**src/hdl/lrwa_pkg.sv**
```systemverilog
// shared constants, types and control structs for the lattice random walk absorber
package lrwa_pkg;

	// lattice size and coordinate width
	localparam int MAX_DIMS   = 8;
	localparam int COORD_BITS = 16;

	// field widths fixed by the interface
	localparam int DIMS_W   = 4;
	localparam int MODE_W   = 2;
	localparam int BOUND_W  = 15;
	localparam int PROB_W   = 17;
	localparam int STEPS_W  = 32;
	localparam int DIR_W    = 3;
	localparam int FRAC_W   = 16;
	localparam int VALUE_W  = 16;
	localparam int CFG_IDX_W  = 3;
	localparam int CFG_DATA_W = 32;

	// derived widths
	localparam int AXIS_BITS = (MAX_DIMS > 1) ? $clog2(MAX_DIMS) : 1;
	localparam int CNT_W     = DIMS_W + 1;
	localparam int MAG_BITS  = COORD_BITS - 1;
	localparam int MUL_W     = (MAG_BITS > BOUND_W) ? MAG_BITS : BOUND_W;
	localparam int PROD_W    = 2 * MUL_W;
	localparam int SUM_W     = PROD_W + CNT_W;

	// coordinate clamp limits, symmetric around zero
	localparam logic signed [COORD_BITS-1:0] COORD_MAX = {1'b0, {(COORD_BITS-1){1'b1}}};
	localparam logic signed [COORD_BITS-1:0] COORD_MIN =
		{1'b1, {(COORD_BITS-2){1'b0}}, 1'b1};

	// absorption modes
	typedef enum logic [MODE_W-1:0] {
		MODE_CHANCE = 2'd0,
		MODE_SQUARE = 2'd1,
		MODE_CIRCLE = 2'd2,
		MODE_NEVER  = 2'd3
	} mode_t;

	// configuration register indexes
	typedef enum logic [CFG_IDX_W-1:0] {
		REG_DIMENSIONS  = 3'd0,
		REG_WELL_MODE   = 3'd1,
		REG_BOUNDARY    = 3'd2,
		REG_PROBABILITY = 3'd3,
		REG_MAX_STEPS   = 3'd4
	} cfg_idx_t;

	// operation of the shared squarer
	typedef enum logic [1:0] {
		MUL_NONE   = 2'd0,
		MUL_LIMIT  = 2'd1,
		MUL_SQUARE = 2'd2
	} mul_op_t;

	// sequencer states
	typedef enum logic [2:0] {
		ST_IDLE   = 3'd0,
		ST_CMD    = 3'd1,
		ST_SCAN   = 3'd2,
		ST_DRAIN  = 3'd3,
		ST_FINISH = 3'd4
	} state_t;

	// configuration registers
	typedef struct packed {
		logic [DIMS_W-1:0]  dimensions;
		mode_t              well_mode;
		logic [BOUND_W-1:0] boundary;
		logic [PROB_W-1:0]  probability;
		logic [STEPS_W-1:0] max_steps;
	} cfg_t;

	// sequencer to datapath
	typedef struct packed {
		logic    item_load;
		logic    cmd_exec;
		logic    scan_clr;
		logic    scan_step;
		logic    out_load;
		mul_op_t mul_op;
	} ctrl_t;

	// datapath to sequencer
	typedef struct packed {
		logic restart;
		logic bad;
		logic use_scan;
		logic scan_last;
		logic out_free;
	} stat_t;

endpackage

```
**src/hdl/lrwa_ctrl.sv**
```systemverilog
// sequencer for command execution, axis scan and result hand-off
module lrwa_ctrl (
	input  logic            clk,
	input  logic            arst_n,
	input  logic            in_valid,
	output logic            in_stall,
	input  lrwa_pkg::stat_t stat,
	output lrwa_pkg::ctrl_t ctrl
);

	lrwa_pkg::state_t state_q;
	lrwa_pkg::state_t state_d;

	// state register
	always_ff @(posedge clk or negedge arst_n) begin
		if (!arst_n) begin
			state_q <= lrwa_pkg::ST_IDLE;
		end else begin
			state_q <= state_d;
		end
	end

	// next state
	always_comb begin
		state_d = state_q;
		unique case (state_q)
			lrwa_pkg::ST_IDLE: begin
				if (in_valid) state_d = lrwa_pkg::ST_CMD;
			end
			lrwa_pkg::ST_CMD: begin
				if (stat.restart || stat.bad || !stat.use_scan) state_d = lrwa_pkg::ST_FINISH;
				else state_d = lrwa_pkg::ST_SCAN;
			end
			lrwa_pkg::ST_SCAN: begin
				if (stat.scan_last) state_d = lrwa_pkg::ST_DRAIN;
			end
			lrwa_pkg::ST_DRAIN: begin
				state_d = lrwa_pkg::ST_FINISH;
			end
			lrwa_pkg::ST_FINISH: begin
				if (stat.out_free) state_d = lrwa_pkg::ST_IDLE;
			end
			default: begin
				state_d = lrwa_pkg::ST_IDLE;
			end
		endcase
	end

	// outputs
	always_comb begin
		in_stall       = 1'b1;
		ctrl.item_load = 1'b0;
		ctrl.cmd_exec  = 1'b0;
		ctrl.scan_clr  = 1'b0;
		ctrl.scan_step = 1'b0;
		ctrl.out_load  = 1'b0;
		ctrl.mul_op    = lrwa_pkg::MUL_NONE;
		unique case (state_q)
			lrwa_pkg::ST_IDLE: begin
				in_stall       = 1'b0;
				ctrl.item_load = in_valid;
			end
			lrwa_pkg::ST_CMD: begin
				// boundary squared goes through the squarer while the move happens
				ctrl.cmd_exec = 1'b1;
				ctrl.scan_clr = 1'b1;
				ctrl.mul_op   = lrwa_pkg::MUL_LIMIT;
			end
			lrwa_pkg::ST_SCAN: begin
				ctrl.scan_step = 1'b1;
				ctrl.mul_op    = lrwa_pkg::MUL_SQUARE;
			end
			lrwa_pkg::ST_DRAIN: begin
			end
			lrwa_pkg::ST_FINISH: begin
				ctrl.out_load = stat.out_free;
			end
			default: begin
			end
		endcase
	end

endmodule

```
**src/hdl/lrwa_datapath.sv**
```systemverilog
// walker state, shared squarer with accumulator, absorption test and output register
module lrwa_datapath (
	input  logic                                clk,
	input  logic                                arst_n,
	input  lrwa_pkg::cfg_t                      cfg,
	input  lrwa_pkg::ctrl_t                     ctrl,
	output lrwa_pkg::stat_t                     stat,
	input  logic                                func,
	input  logic [lrwa_pkg::DIR_W-1:0]          direction,
	input  logic                                step_up,
	input  logic [lrwa_pkg::FRAC_W-1:0]         random_fraction,
	output logic                                out_valid,
	input  logic                                out_stall,
	output logic                                caught,
	output logic [lrwa_pkg::STEPS_W-1:0]        step_count,
	output logic [lrwa_pkg::DIR_W-1:0]          moved_axis,
	output logic signed [lrwa_pkg::VALUE_W-1:0] moved_value,
	output logic                                bad_direction
);

	localparam int CB = lrwa_pkg::COORD_BITS;

	// latched item
	logic                         func_q;
	logic [lrwa_pkg::DIR_W-1:0]   dir_q;
	logic                         up_q;
	logic [lrwa_pkg::FRAC_W-1:0]  frac_q;

	// walker state
	logic signed [CB-1:0]         pos_q [lrwa_pkg::MAX_DIMS];
	logic [lrwa_pkg::STEPS_W-1:0] steps_q;

	// scan and squarer state
	logic [lrwa_pkg::AXIS_BITS-1:0] idx_q;
	logic [lrwa_pkg::PROD_W-1:0]    prod_q;
	lrwa_pkg::mul_op_t              tag_q;
	logic [lrwa_pkg::PROD_W-1:0]    limit_q;
	logic [lrwa_pkg::SUM_W-1:0]     sum_q;
	logic                           any_q;
	logic                           out_valid_q;

	logic [lrwa_pkg::CNT_W-1:0]                 axes_n;
	logic [lrwa_pkg::AXIS_BITS+lrwa_pkg::DIR_W-1:0] dir_ext;
	logic [lrwa_pkg::AXIS_BITS-1:0]             dir_idx;
	logic [lrwa_pkg::AXIS_BITS-1:0]             rd_idx;
	logic signed [CB-1:0]                       rd_val;
	logic signed [CB-1:0]                       neg_val;
	logic signed [CB-1:0]                       new_val;
	logic [lrwa_pkg::MAG_BITS-1:0]              mag;
	logic [lrwa_pkg::MUL_W-1:0]                 mul_a;
	logic [lrwa_pkg::PROD_W-1:0]                prod;
	logic signed [CB+lrwa_pkg::VALUE_W-1:0]     val_wide;
	logic                                       is_bad;
	logic                                       limit_hit;
	logic                                       mode_hit;
	logic                                       caught_c;

	// axes in use, clamped to the lattice size
	assign axes_n = (lrwa_pkg::CNT_W'(cfg.dimensions) > lrwa_pkg::CNT_W'(lrwa_pkg::MAX_DIMS))
		? lrwa_pkg::CNT_W'(lrwa_pkg::MAX_DIMS) : lrwa_pkg::CNT_W'(cfg.dimensions);
	assign is_bad  = lrwa_pkg::CNT_W'(dir_q) >= axes_n;
	assign dir_ext = {{lrwa_pkg::AXIS_BITS{1'b0}}, dir_q};
	assign dir_idx = dir_ext[lrwa_pkg::AXIS_BITS-1:0];

	// single read port into the coordinates
	assign rd_idx  = ctrl.scan_step ? idx_q : dir_idx;
	assign rd_val  = pos_q[rd_idx];
	assign neg_val = -rd_val;
	assign mag     = rd_val[CB-1] ? neg_val[lrwa_pkg::MAG_BITS-1:0]
		: rd_val[lrwa_pkg::MAG_BITS-1:0];

	// saturating unit move
	always_comb begin
		if (up_q) begin
			new_val = (rd_val == lrwa_pkg::COORD_MAX) ? rd_val : rd_val + CB'(1);
		end else begin
			new_val = (rd_val == lrwa_pkg::COORD_MIN) ? rd_val : rd_val - CB'(1);
		end
	end

	// shared squarer operand select
	assign mul_a = (ctrl.mul_op == lrwa_pkg::MUL_LIMIT) ? lrwa_pkg::MUL_W'(cfg.boundary)
		: lrwa_pkg::MUL_W'(mag);
	assign prod  = mul_a * mul_a;

	// item latch
	always_ff @(posedge clk) begin
		if (ctrl.item_load) begin
			func_q <= func;
			dir_q  <= direction;
			up_q   <= step_up;
			frac_q <= random_fraction;
		end
	end

	// coordinates and step counter
	always_ff @(posedge clk or negedge arst_n) begin
		if (!arst_n) begin
			for (int i = 0; i < lrwa_pkg::MAX_DIMS; i++) pos_q[i] <= '0;
			steps_q <= '0;
		end else if (ctrl.cmd_exec) begin
			if (func_q) begin
				for (int i = 0; i < lrwa_pkg::MAX_DIMS; i++) pos_q[i] <= '0;
				steps_q <= '0;
			end else if (!is_bad) begin
				pos_q[dir_idx] <= new_val;
				if (steps_q != {lrwa_pkg::STEPS_W{1'b1}}) steps_q <= steps_q + 32'd1;
			end
		end
	end

	// squarer tag and scan index
	always_ff @(posedge clk or negedge arst_n) begin
		if (!arst_n) begin
			tag_q <= lrwa_pkg::MUL_NONE;
			idx_q <= '0;
		end else begin
			tag_q <= ctrl.mul_op;
			if (ctrl.scan_clr) idx_q <= '0;
			else if (ctrl.scan_step) idx_q <= idx_q + lrwa_pkg::AXIS_BITS'(1);
		end
	end

	// product register, limit capture, sum of squares and square-well flag
	always_ff @(posedge clk) begin
		prod_q <= prod;
		case (tag_q)
			lrwa_pkg::MUL_LIMIT:  limit_q <= prod_q;
			lrwa_pkg::MUL_SQUARE: sum_q   <= sum_q + lrwa_pkg::SUM_W'(prod_q);
			default: begin
			end
		endcase
		if (ctrl.scan_clr) begin
			sum_q <= '0;
			any_q <= 1'b0;
		end else if (ctrl.scan_step) begin
			if (lrwa_pkg::MUL_W'(mag) >= lrwa_pkg::MUL_W'(cfg.boundary)) any_q <= 1'b1;
		end
	end

	// absorption decision
	assign limit_hit = (cfg.max_steps != '0) && (steps_q >= cfg.max_steps);
	always_comb begin
		case (cfg.well_mode)
			lrwa_pkg::MODE_CHANCE: mode_hit = {1'b0, frac_q} <= cfg.probability;
			lrwa_pkg::MODE_SQUARE: mode_hit = any_q;
			lrwa_pkg::MODE_CIRCLE: mode_hit = sum_q >= lrwa_pkg::SUM_W'(limit_q);
			default:               mode_hit = 1'b0;
		endcase
	end
	assign caught_c = limit_hit || mode_hit;

	// low bits of the moved coordinate, sign extended when coordinates are narrow
	assign val_wide = (CB+lrwa_pkg::VALUE_W)'(rd_val);

	// output register
	always_ff @(posedge clk) begin
		if (ctrl.out_load) begin
			if (func_q) begin
				caught        <= 1'b0;
				step_count    <= '0;
				moved_axis    <= '0;
				moved_value   <= '0;
				bad_direction <= 1'b0;
			end else if (is_bad) begin
				caught        <= 1'b0;
				step_count    <= steps_q;
				moved_axis    <= '0;
				moved_value   <= '0;
				bad_direction <= 1'b1;
			end else begin
				caught        <= caught_c;
				step_count    <= steps_q;
				moved_axis    <= dir_q;
				moved_value   <= val_wide[lrwa_pkg::VALUE_W-1:0];
				bad_direction <= 1'b0;
			end
		end
	end

	// output valid, cleared by a transfer
	always_ff @(posedge clk or negedge arst_n) begin
		if (!arst_n) begin
			out_valid_q <= 1'b0;
		end else if (ctrl.out_load) begin
			out_valid_q <= 1'b1;
		end else if (!out_stall) begin
			out_valid_q <= 1'b0;
		end
	end
	assign out_valid = out_valid_q;

	// status to the sequencer
	assign stat.restart   = func_q;
	assign stat.bad       = is_bad;
	assign stat.use_scan  = (cfg.well_mode == lrwa_pkg::MODE_SQUARE)
		|| (cfg.well_mode == lrwa_pkg::MODE_CIRCLE);
	assign stat.scan_last = lrwa_pkg::CNT_W'(idx_q) == (axes_n - lrwa_pkg::CNT_W'(1));
	assign stat.out_free  = !out_valid_q || !out_stall;

endmodule

```
**src/hdl/lattice_random_walk_absorber.sv**
```systemverilog
// Flow: restart, bad direction, chance and never modes go from the command state straight
// to the finish state; square and circular wells first scan the n axes in use, then drain.
// One item at a time: no new input is taken until its result is loaded into the output
// register, and the well modes visit one coordinate per cycle with the shared squarer and compare.
// Reset: asynchronous active low; walker at origin, step count zero, registers at defaults.
module lattice_random_walk_absorber (
	input  logic                                   clk,
	input  logic                                   arst_n,
	input  logic                                   in_valid,
	output logic                                   in_stall,
	input  logic                                   func,
	input  logic [lrwa_pkg::DIR_W-1:0]             direction,
	input  logic                                   step_up,
	input  logic [lrwa_pkg::FRAC_W-1:0]            random_fraction,
	output logic                                   out_valid,
	input  logic                                   out_stall,
	output logic                                   caught,
	output logic [lrwa_pkg::STEPS_W-1:0]           step_count,
	output logic [lrwa_pkg::DIR_W-1:0]             moved_axis,
	output logic signed [lrwa_pkg::VALUE_W-1:0]    moved_value,
	output logic                                   bad_direction,
	input  logic                                   cfg_valid,
	output logic                                   cfg_ready,
	input  logic [lrwa_pkg::CFG_IDX_W-1:0]         cfg_index,
	input  logic [lrwa_pkg::CFG_DATA_W-1:0]        cfg_data
);

	lrwa_pkg::cfg_t  cfg_q;
	lrwa_pkg::ctrl_t ctrl;
	lrwa_pkg::stat_t stat;

	assign cfg_ready = 1'b1;

	// configuration registers, written on a cfg transfer
	always_ff @(posedge clk or negedge arst_n) begin
		if (!arst_n) begin
			cfg_q.dimensions  <= lrwa_pkg::DIMS_W'(2);
			cfg_q.well_mode   <= lrwa_pkg::MODE_CHANCE;
			cfg_q.boundary    <= '0;
			cfg_q.probability <= lrwa_pkg::PROB_W'(6554);
			cfg_q.max_steps   <= '0;
		end else if (cfg_valid && cfg_ready) begin
			unique case (cfg_index)
				lrwa_pkg::REG_DIMENSIONS:
					cfg_q.dimensions <= cfg_data[lrwa_pkg::DIMS_W-1:0];
				lrwa_pkg::REG_WELL_MODE:
					cfg_q.well_mode <= lrwa_pkg::mode_t'(cfg_data[lrwa_pkg::MODE_W-1:0]);
				lrwa_pkg::REG_BOUNDARY:
					cfg_q.boundary <= cfg_data[lrwa_pkg::BOUND_W-1:0];
				lrwa_pkg::REG_PROBABILITY:
					cfg_q.probability <= cfg_data[lrwa_pkg::PROB_W-1:0];
				lrwa_pkg::REG_MAX_STEPS:
					cfg_q.max_steps <= cfg_data[lrwa_pkg::STEPS_W-1:0];
				default: begin
				end
			endcase
		end
	end

	lrwa_ctrl u_ctrl (
		.clk      (clk),
		.arst_n   (arst_n),
		.in_valid (in_valid),
		.in_stall (in_stall),
		.stat     (stat),
		.ctrl     (ctrl)
	);

	lrwa_datapath u_datapath (
		.clk             (clk),
		.arst_n          (arst_n),
		.cfg             (cfg_q),
		.ctrl            (ctrl),
		.stat            (stat),
		.func            (func),
		.direction       (direction),
		.step_up         (step_up),
		.random_fraction (random_fraction),
		.out_valid       (out_valid),
		.out_stall       (out_stall),
		.caught          (caught),
		.step_count      (step_count),
		.moved_axis      (moved_axis),
		.moved_value     (moved_value),
		.bad_direction   (bad_direction)
	);

endmodule

```
**config.mk**
```make
export PLATFORM = sky130hd
export DESIGN_NAME = lattice_random_walk_absorber
export DESIGN_NICKNAME = d
export VERILOG_FILES = /design/src/hdl/lrwa_pkg.sv /design/src/hdl/lrwa_ctrl.sv /design/src/hdl/lrwa_datapath.sv /design/src/hdl/lattice_random_walk_absorber.sv
export SDC_FILE = /design/constraint.sdc
export NUM_CORES = 1
export LEC_CHECK = 0
export BUFFER_PORTS_ARGS = -buffer_cell sky130_fd_sc_hd__buf_2
export CORE_MARGIN = 8
export CORE_UTILIZATION = 55
export DETAILED_ROUTE_END_ITERATION = 16
export GPL_TIMING_DRIVEN = 0
export MAX_ROUTING_LAYER = met4
export PLACE_DENSITY = 0.8
export SETUP_SLACK_MARGIN = 0.15
export SYNTH_ARGS = -nofsm -noshare
export SYNTH_HDL_FRONTEND = slang
export SYNTH_SLANG_ARGS = --single-unit
```
**constraint.sdc**
```tcl
create_clock -name clk -period 9.8 [get_ports clk]
set_input_delay 0.49 -clock clk [delete_from_list [all_inputs] [get_ports clk]]
set_output_delay 0.49 -clock clk [all_outputs]
set_load 0.03 [all_outputs]
```
# Yosys cells after proc, flatten, opt, wreduce, memory -nomap -nowiden
# Index checks and enable logic that the tools add are counted.
[totals]
reg_bits = 409
input_bits = 61
out_inout_bits = 56
elab_cells = 133
[op_classes]
addsub = 7
multipliers = 1
n_lt_le_gt_ge = 9
n_eq_ne = 22
mux = 35
bitwise_logic = 2
reduce_logical = 26
[ops]
columns = ["operator", "count"]
rows = [
  ["two-way mux 128 bit", 2],
  ["bitwise mux 128 bit", 1],
  ["two-way mux 16 bit", 6],
  ["two-way mux 32 bit", 3],
  ["binary-select mux 16 bit (select 3 bit)", 1],
  ["demux 16 bit (select 3 bit)", 1],
  ["adder 35 x 30 -> 35 bit", 1],
  [">= comparator 35 x 30 -> 1 bit", 1],
  ["adder 32 x 1 -> 32 bit (second input constant)", 1],
  ["== test 16 bit (second input constant)", 2],
  [">= comparator 32 bit", 1],
  ["inequality test 32 bit (second input constant)", 1],
  ["nonzero test 32 bit", 1],
  ["multiplier 15 x 15 -> 30 bit", 1],
  ["two-way mux 15 bit", 2],
  ["two-way mux 3 bit", 7],
  ["<= comparator 16 x 17 -> 1 bit", 1],
  ["adder 16 x 2 -> 16 bit (second input constant)", 1],
  ["subtractor 16 x 2 -> 16 bit (second input constant)", 1],
  [">= comparator 15 bit", 1],
  ["negation 15 bit", 1],
  ["case mux 3 bit (5 select lines)", 1],
  ["AND reduction 2 bit", 7],
  ["== test 3 x 2 -> 1 bit (second input constant)", 4],
  ["other kinds (27)", 53],
]

# Longest topological paths before layout
[logic_depth]
depth_word = 13
depth_mapped = 45
mapped_depth_nobuf = 39

# Modules after synthesis
# Synthesis repeated with hierarchy kept, for this count alone.
[unflattened]
cells_unflattened = 2664
area_unflattened_um2 = 27244.9
[modules_own_cells]
columns = ["module", "n_inst", "cells_per_inst", "area_each_um2", "seq_area_each_um2"]
rows = [
  ["lrwa_datapath", 1, 2488, 24195.7, 8548.2],
  ["lattice_random_walk_absorber", 1, 154, 2836.5, 1761.7],
  ["lrwa_ctrl", 1, 22, 212.7, 75.1],
]

# Least setup slack after synthesis
# No wires, ideal clock.
[synth_path]
kind = "register -> register"
start = "reg u_ctrl.state_q[0]"
end = "reg u_datapath.prod_q[28] in the netlist's numbering"
setup_ps = 72
t_arrival_ps = 9939
t_required_ps = 9728
path_slack_ps = -211
path_stages_with_launch = 41
n_path_buf = 5
synth_period_minus_slack_ps = 10011
cell_sequence = "dfrtp_1 > or3b_1 > buf_4 > clkinv_4 > mux2i_2 > buf_2 > mux2_2 > a2111oi_2 > or2_1 > clkbuf_1 > ha_1 > nand2_1 > o211ai_1 > and4_1 > clkbuf_1 > a31oi_1 > nor3_1 > buf_2 > [5 not listed] > fa_1 > fa_1 > fa_1 > inv_1 > fa_1 > inv_1 > ha_1 > a21o_1 > a21o_1 > nand2b_1 > a211oi_1 > a2111oi_0 > nor2_1 > a21oi_1 > nor2b_1 > or3_1 > a21oi_1 > xnor2_1"
[synth_between]
elab_chain_cells = 11
elab_cells_between_ends = 14
classes_between = "add/sub (1); mul (1); eq/ne (3); mux (8); bitwise (1)"
[synth_lines]
columns = ["item", "line_no", "text"]
rows = [
  ["start, declared", "lrwa_ctrl.sv:11", "lrwa_pkg::state_t state_q;"],
  ["start signal, assigned", "lrwa_ctrl.sv:17", "state_q <= lrwa_pkg::ST_IDLE;"],
  ["start signal, assigned", "lrwa_ctrl.sv:19", "state_q <= state_d;"],
  ["== test 3 x 2 -> 1 bit", "lrwa_ctrl.sv:58", "unique case (state_q)"],
  ["two-way mux 1 bit", "lrwa_ctrl.sv:58", ""],
  ["two-way mux 3 bit", "lrwa_datapath.sv:66", "assign rd_idx = ctrl.scan_step ? idx_q : dir_idx;"],
  ["inverter 3 -> 4 bit (implied by the code)", "lrwa_datapath.sv:67", "assign rd_val = pos_q[rd_idx];"],
  ["binary-select mux 16 bit (select 3 bit)", "lrwa_datapath.sv:67", ""],
  ["two-way mux 16 bit (implied by the code) (2 in series)", "lrwa_datapath.sv:67", ""],
  ["negation 15 bit", "lrwa_datapath.sv:68", "assign neg_val = -rd_val;"],
  ["two-way mux 15 bit", "lrwa_datapath.sv:69", "assign mag = rd_val[CB-1] ? neg_val[lrwa_pkg::MAG_BITS-1:0]"],
  ["two-way mux 15 bit *", "lrwa_datapath.sv:82", "assign mul_a = (ctrl.mul_op == lrwa_pkg::MUL_LIMIT) ? lrwa_pkg::MUL_W'(cfg.boundary)"],
  ["multiplier 15 x 15 -> 30 bit *", "lrwa_datapath.sv:84", "assign prod = mul_a * mul_a;"],
  ["named net u_datapath.prod (one bit)", "lrwa_datapath.sv:51", "logic [lrwa_pkg::PROD_W-1:0] prod;"],
  ["end signal, assigned", "lrwa_datapath.sv:126", "prod_q <= prod;"],
  ["end, declared", "lrwa_datapath.sv:35", "logic [lrwa_pkg::PROD_W-1:0] prod_q;"],
]
# Mark *: on every way through the listed nets, which the timed path passes. The rest lies on a longest branch. The select of a mux whose other input is x is not followed.
# A chain may end at the register's enable or synchronous reset.

# Worst setup path in the final report
[layout_path]
start = "reg u_ctrl.state_q[0]"
end = "reg u_datapath.prod_q[29] in the netlist's numbering"
# The elaborated chain is that of the path after synthesis.

==> impl_results.rst <==
.. list-table::
   :header-rows: 1

   * - Metric
     - Value
   * - Final design utilization
     - 64.84%
   * - Worst setup path startpoint
     - u_ctrl.state_q[0]$_DFFE_PN0P_
   * - Crit-path leading delay family
     - adder cells
   * - Critical path fanouts, max
     - 7
   * - Number of rows created at floorplan
     - 82
   * - Maximum capacitance violations
     - 0
   * - Final wirelength
     - 82370 µm
   * - Post-synthesis compound-gate area fraction
     - 14.31%
   * - Area added between synthesis and finish
     - 17.23%
   * - Post-synthesis instance area
     - 27580 µm²
   * - Vias/cell
     - 6.039
   * - Main synth FF type
     - sky130_fd_sc_hd__dfrtp_1
   * - Post-synth EDFFs
     - 103
   * - Mux cell area share after synthesis
     - 3.820%
   * - Worst path required time
     - 10.26 ns
   * - Antenna violations before repair
     - 0
   * - Met2 track demand over resource in global routing
     - 46.04%
   * - Library cell used as clock root buffer
     - sky130_fd_sc_hd__clkbuf_16
   * - Clock-pin transition on the worst setup and hold timing paths
     - 0.06 ns
   * - Number of iterations in the first detailed-routing pass
     - 6
   * - Detailed-route wire length per cell
     - 21.55 µm
   * - Mean post-synth cell area
     - 9.656 µm²
   * - Height of the die
     - 239.9 µm
   * - Top area cells in the synthesized netlist
     - sky130_fd_sc_hd__dfrtp_1 21%, sky130_fd_sc_hd__edfxtp_1 11%, sky130_fd_sc_hd__ha_1 10%, sky130_fd_sc_hd__fa_1 9.9%, sky130_fd_sc_hd__dfxtp_1 4.7%
   * - Fraction of registers with async set or reset after synthesis
     - 58.72%
   * - Area of all placed cells without fillers
     - 32330 µm²
   * - Hold Crit Class
     - in -> reg
   * - Layout net count
     - 3537
   * - Worst setup skew after layout
     - 0.01954 ns
   * - Kind of critical path
     - reg -> reg
   * - Start point of the worst min-delay path
     - random_fraction[5]
   * - Outcome
     - finished, final reports clean
   * - Vias in the first global route
     - 23110
   * - Final worst-path cycle share
     - 99.18%
   * - Routed via count
     - 23090
   * - Final antenna-violating net count
     - 0
   * - Count of non-filler cells in the finished layout
     - 3823
   * - Worst path most repeated cell
     - sky130_fd_sc_hd__fa_1
   * - Count of input and output buffers
     - 115
   * - Met1 Track Usage GR
     - 36.61%
   * - Crit path max-delay cell type
     - sky130_fd_sc_hd__fa_1
   * - Final number of max-transition violations
     - 0
   * - Area of the core
     - 49860 µm²
   * - DRC violation count after routing
     - 0
   * - Seq cells post-synth
     - 407
   * - Endpoint class of the critical path
     - flop
   * - Data arrival at the endpoint of the critical path
     - 10.18 ns
   * - Adder-cell area share of the yosys netlist
     - 20.20%
   * - Max-slew headroom
     - 6.927%
   * - TritonCTS buffer count
     - 45
   * - Global-route wire length before repair
     - 127500 µm
   * - Effective utilization at floorplan
     - 55.31%
   * - Fmax achieved
     - 102.9 MHz
   * - GR Util All Layers
     - 28.88%
   * - Unrepaired setup endpoints after global routing
     - yes
   * - Post-Synth XOR/XNOR Area
     - 3.766%
   * - Largest family of logic cells by synthesized area
     - adder cells
   * - Deepest level of the CTS H-tree
     - 2
   * - Clock tree from TritonCTS
     - yes
   * - # IOs
     - 117
   * - Register area share after synthesis
     - 37.66%
   * - Warnings from Yosys
     - 0
   * - Later-pin clock latency in the skew report
     - 0.60 ns
   * - Cell count after placement
     - 3647
   * - Floorplan die area
     - 57560 µm²
   * - Yosys top cell by area
     - sky130_fd_sc_hd__dfrtp_1
   * - Instance count of the mapped netlist
     - 2856
   * - Hold Fails Final Rpt
     - 0
   * - Multi-input gate area
     - 16230 µm²
   * - Busiest layer in global routing
     - met2
   * - Worst r2r src
     - u_ctrl.state_q[0]$_DFFE_PN0P_
   * - Slack of the worst reg-to-reg path
     - 0.08 ns
   * - Sum of net half-perimeters after detailed placement
     - 59230 µm
   * - Largest stage delay on the critical path
     - 0.60 ns
   * - Final setup violation count
     - 0
   * - Transition at the pin with the smallest max-transition slack
     - 1.385 ns
   * - Die width
     - 239.9 µm
   * - Met3 usage
     - 5.524%
   * - Fin Setup TNS
     - 0 ns
   * - Startpoint kind of the worst setup timing path
     - flop
   * - Layout filler cell count
     - 3858
   * - Routability Congestion
     - 0.9822
   * - Clock sink count
     - 407
   * - Fraction of synthesized cell area taken by the top area cell type
     - 20.96%
   * - Synthesized-area fraction occupied by and/or/nand/nor cells
     - 14.06%
   * - Net count after synthesis
     - 3280
   * - Global route total overflow
     - 0
   * - First-iteration detailed-routing DRC count
     - 2340
   * - Number of buffers on the longest clock path
     - 3
   * - Largest net degree at the start of global routing
     - 110
   * - Sequential Area
     - 10390 µm²
   * - Distinct cell type count of the synthesized netlist
     - 87
   * - Cell area reported after detailed placement
     - 29140 µm²
   * - Bufs and invs on worst path
     - 13
   * - Fin crit period
     - 9.720 ns
   * - Layout cell share with drive strength beyond 1
     - 17.21%
==> layout make-up <==
class	instances	area share, %
multi-input cells	2013	50.20
flip-flops and latches	407	32.13
repair buffers	209	4.354
clock buffers	66	4.106
inverters	321	3.862
well taps	672	2.601
plain buffers	116	2.202
clock inverters	18	0.5379
diodes	1	0.007740
==> placed cells by master (no fill, tap or decap), types with 57 or more instances in the layout <==
master                     synthesis  final
sky130_fd_sc_hd__xnor2_1          63     59
sky130_fd_sc_hd__clkbuf_1         78     72
sky130_fd_sc_hd__dfrtp_1         231    229
sky130_fd_sc_hd__o21ai_0         183    177
sky130_fd_sc_hd__fa_1            137    132
sky130_fd_sc_hd__a21oi_1         105     93
sky130_fd_sc_hd__buf_4             6     84
sky130_fd_sc_hd__buf_2            22    125
sky130_fd_sc_hd__nor2_1          207    198
sky130_fd_sc_hd__ha_1            226    213
sky130_fd_sc_hd__inv_1           314    292
sky130_fd_sc_hd__dfxtp_1          65     65
sky130_fd_sc_hd__nand2_1         307    300
sky130_fd_sc_hd__a22o_1           57     57
sky130_fd_sc_hd__edfxtp_1        103    103
==> worst reg2reg max path: cells and delay by family (launching register included) <==
kind,cells,cell delay [ns]
adder cells (fa/ha/maj),8,3.62
AO/OA/AOI/OAI,11,2.00
buffers and inverters,13,1.39
AND/OR/NAND/NOR,8,1.17
multiplexers,2,0.56
XOR/XNOR,2,0.44
flip-flops,1,0.43
==> routing by layer <==
metal | up-vias | part of all wire [%]
li1 | 10350 | -
met1 | 11350 | 40
met2 | 1143 | 47
met3 | 252 | 9.1
met4 | 0 | 3.9
met5 | - | 0
==> cells in the mapped netlist (53+ instances only) <==
cell type and number:
sky130_fd_sc_hd__inv_1 314, sky130_fd_sc_hd__nand2_1 307, sky130_fd_sc_hd__dfrtp_1 231, sky130_fd_sc_hd__ha_1 226
sky130_fd_sc_hd__nor2_1 207, sky130_fd_sc_hd__o21ai_0 183, sky130_fd_sc_hd__fa_1 137, sky130_fd_sc_hd__a21oi_1 105
sky130_fd_sc_hd__edfxtp_1 103, sky130_fd_sc_hd__clkbuf_1 78, sky130_fd_sc_hd__dfxtp_1 65, sky130_fd_sc_hd__xnor2_1 63
sky130_fd_sc_hd__a22o_1 57, sky130_fd_sc_hd__mux2i_1 56, sky130_fd_sc_hd__a21o_1 54, sky130_fd_sc_hd__nand3_1 54
sky130_fd_sc_hd__nor2b_1 53
==> registers in the layout (all words and copies together), names as in the netlist <==
signal                    flops
u_datapath.sum_q             35
u_ctrl.state_q                3
u_datapath.prod_q            29
u_datapath.dir_idx            3
u_datapath.up_q               1
u_datapath.tag_q              2
u_datapath.moved_value       16
u_datapath.pos_q            128
u_datapath.steps_q           32
u_datapath.moved_axis         3
cfg_q                        70
u_datapath.bad_direction      1
u_datapath.limit_q           29
u_datapath.frac_q            16
u_datapath.step_count        32
u_datapath.idx_q              3
u_datapath.any_q              1
u_datapath.caught             1
u_datapath.func_q             1
u_datapath.out_valid          1
==> path summary, 6_finish.rpt <==
path	to	depth (start not counted)
max	u_datapath.prod_q[29]$_DFF_P_	44
min	u_datapath.frac_q[5]$_DFFE_PP_	1
max reg2reg	u_datapath.prod_q[29]$_DFF_P_	44
min reg2reg	u_datapath.limit_q[7]$_DFFE_PN_	0
max in group asynchronous	cfg_q[43]$_DFFE_PN1P_	4
min in group asynchronous	u_datapath.pos_q[8]$_DFFE_PN0P_	2
==> what timing repair did <==
item,CTS,global route
setup buffers,47,41
pin swaps,32,83
endpoints found under the setup margin,21,13
gates resized for setup,134,121
hold endpoints to repair,39,0
gates cloned,1,1
hold buffers,1,0
==> through the flow <==
stage / hold WS, ns / setup WS [ns]
2_1_floorplan: 0.1944 / 0.1538
3_3_place_gp: 0.4195 / -1.993
3_5_place_dp: 0.3926 / -2.088
4_1_cts: 0.05161 / 0.1452
5_1_grt: 0.06461 / -0.1643
6_report: 0.07107 / 0.08026
==> cell families after synthesis <==
kind of cell             after synthesis
flip-flops                           407
AO/OA/AOI/OAI                        597
other                                  1
adder cells (fa/ha/maj)              363
AND/OR/NAND/NOR                      837
XOR/XNOR                             116
multiplexers                          98
buffers and inverters                437
Power is not shown: default switching activity piles up to over one toggle a cycle in this logic, so the estimate is an artifact.
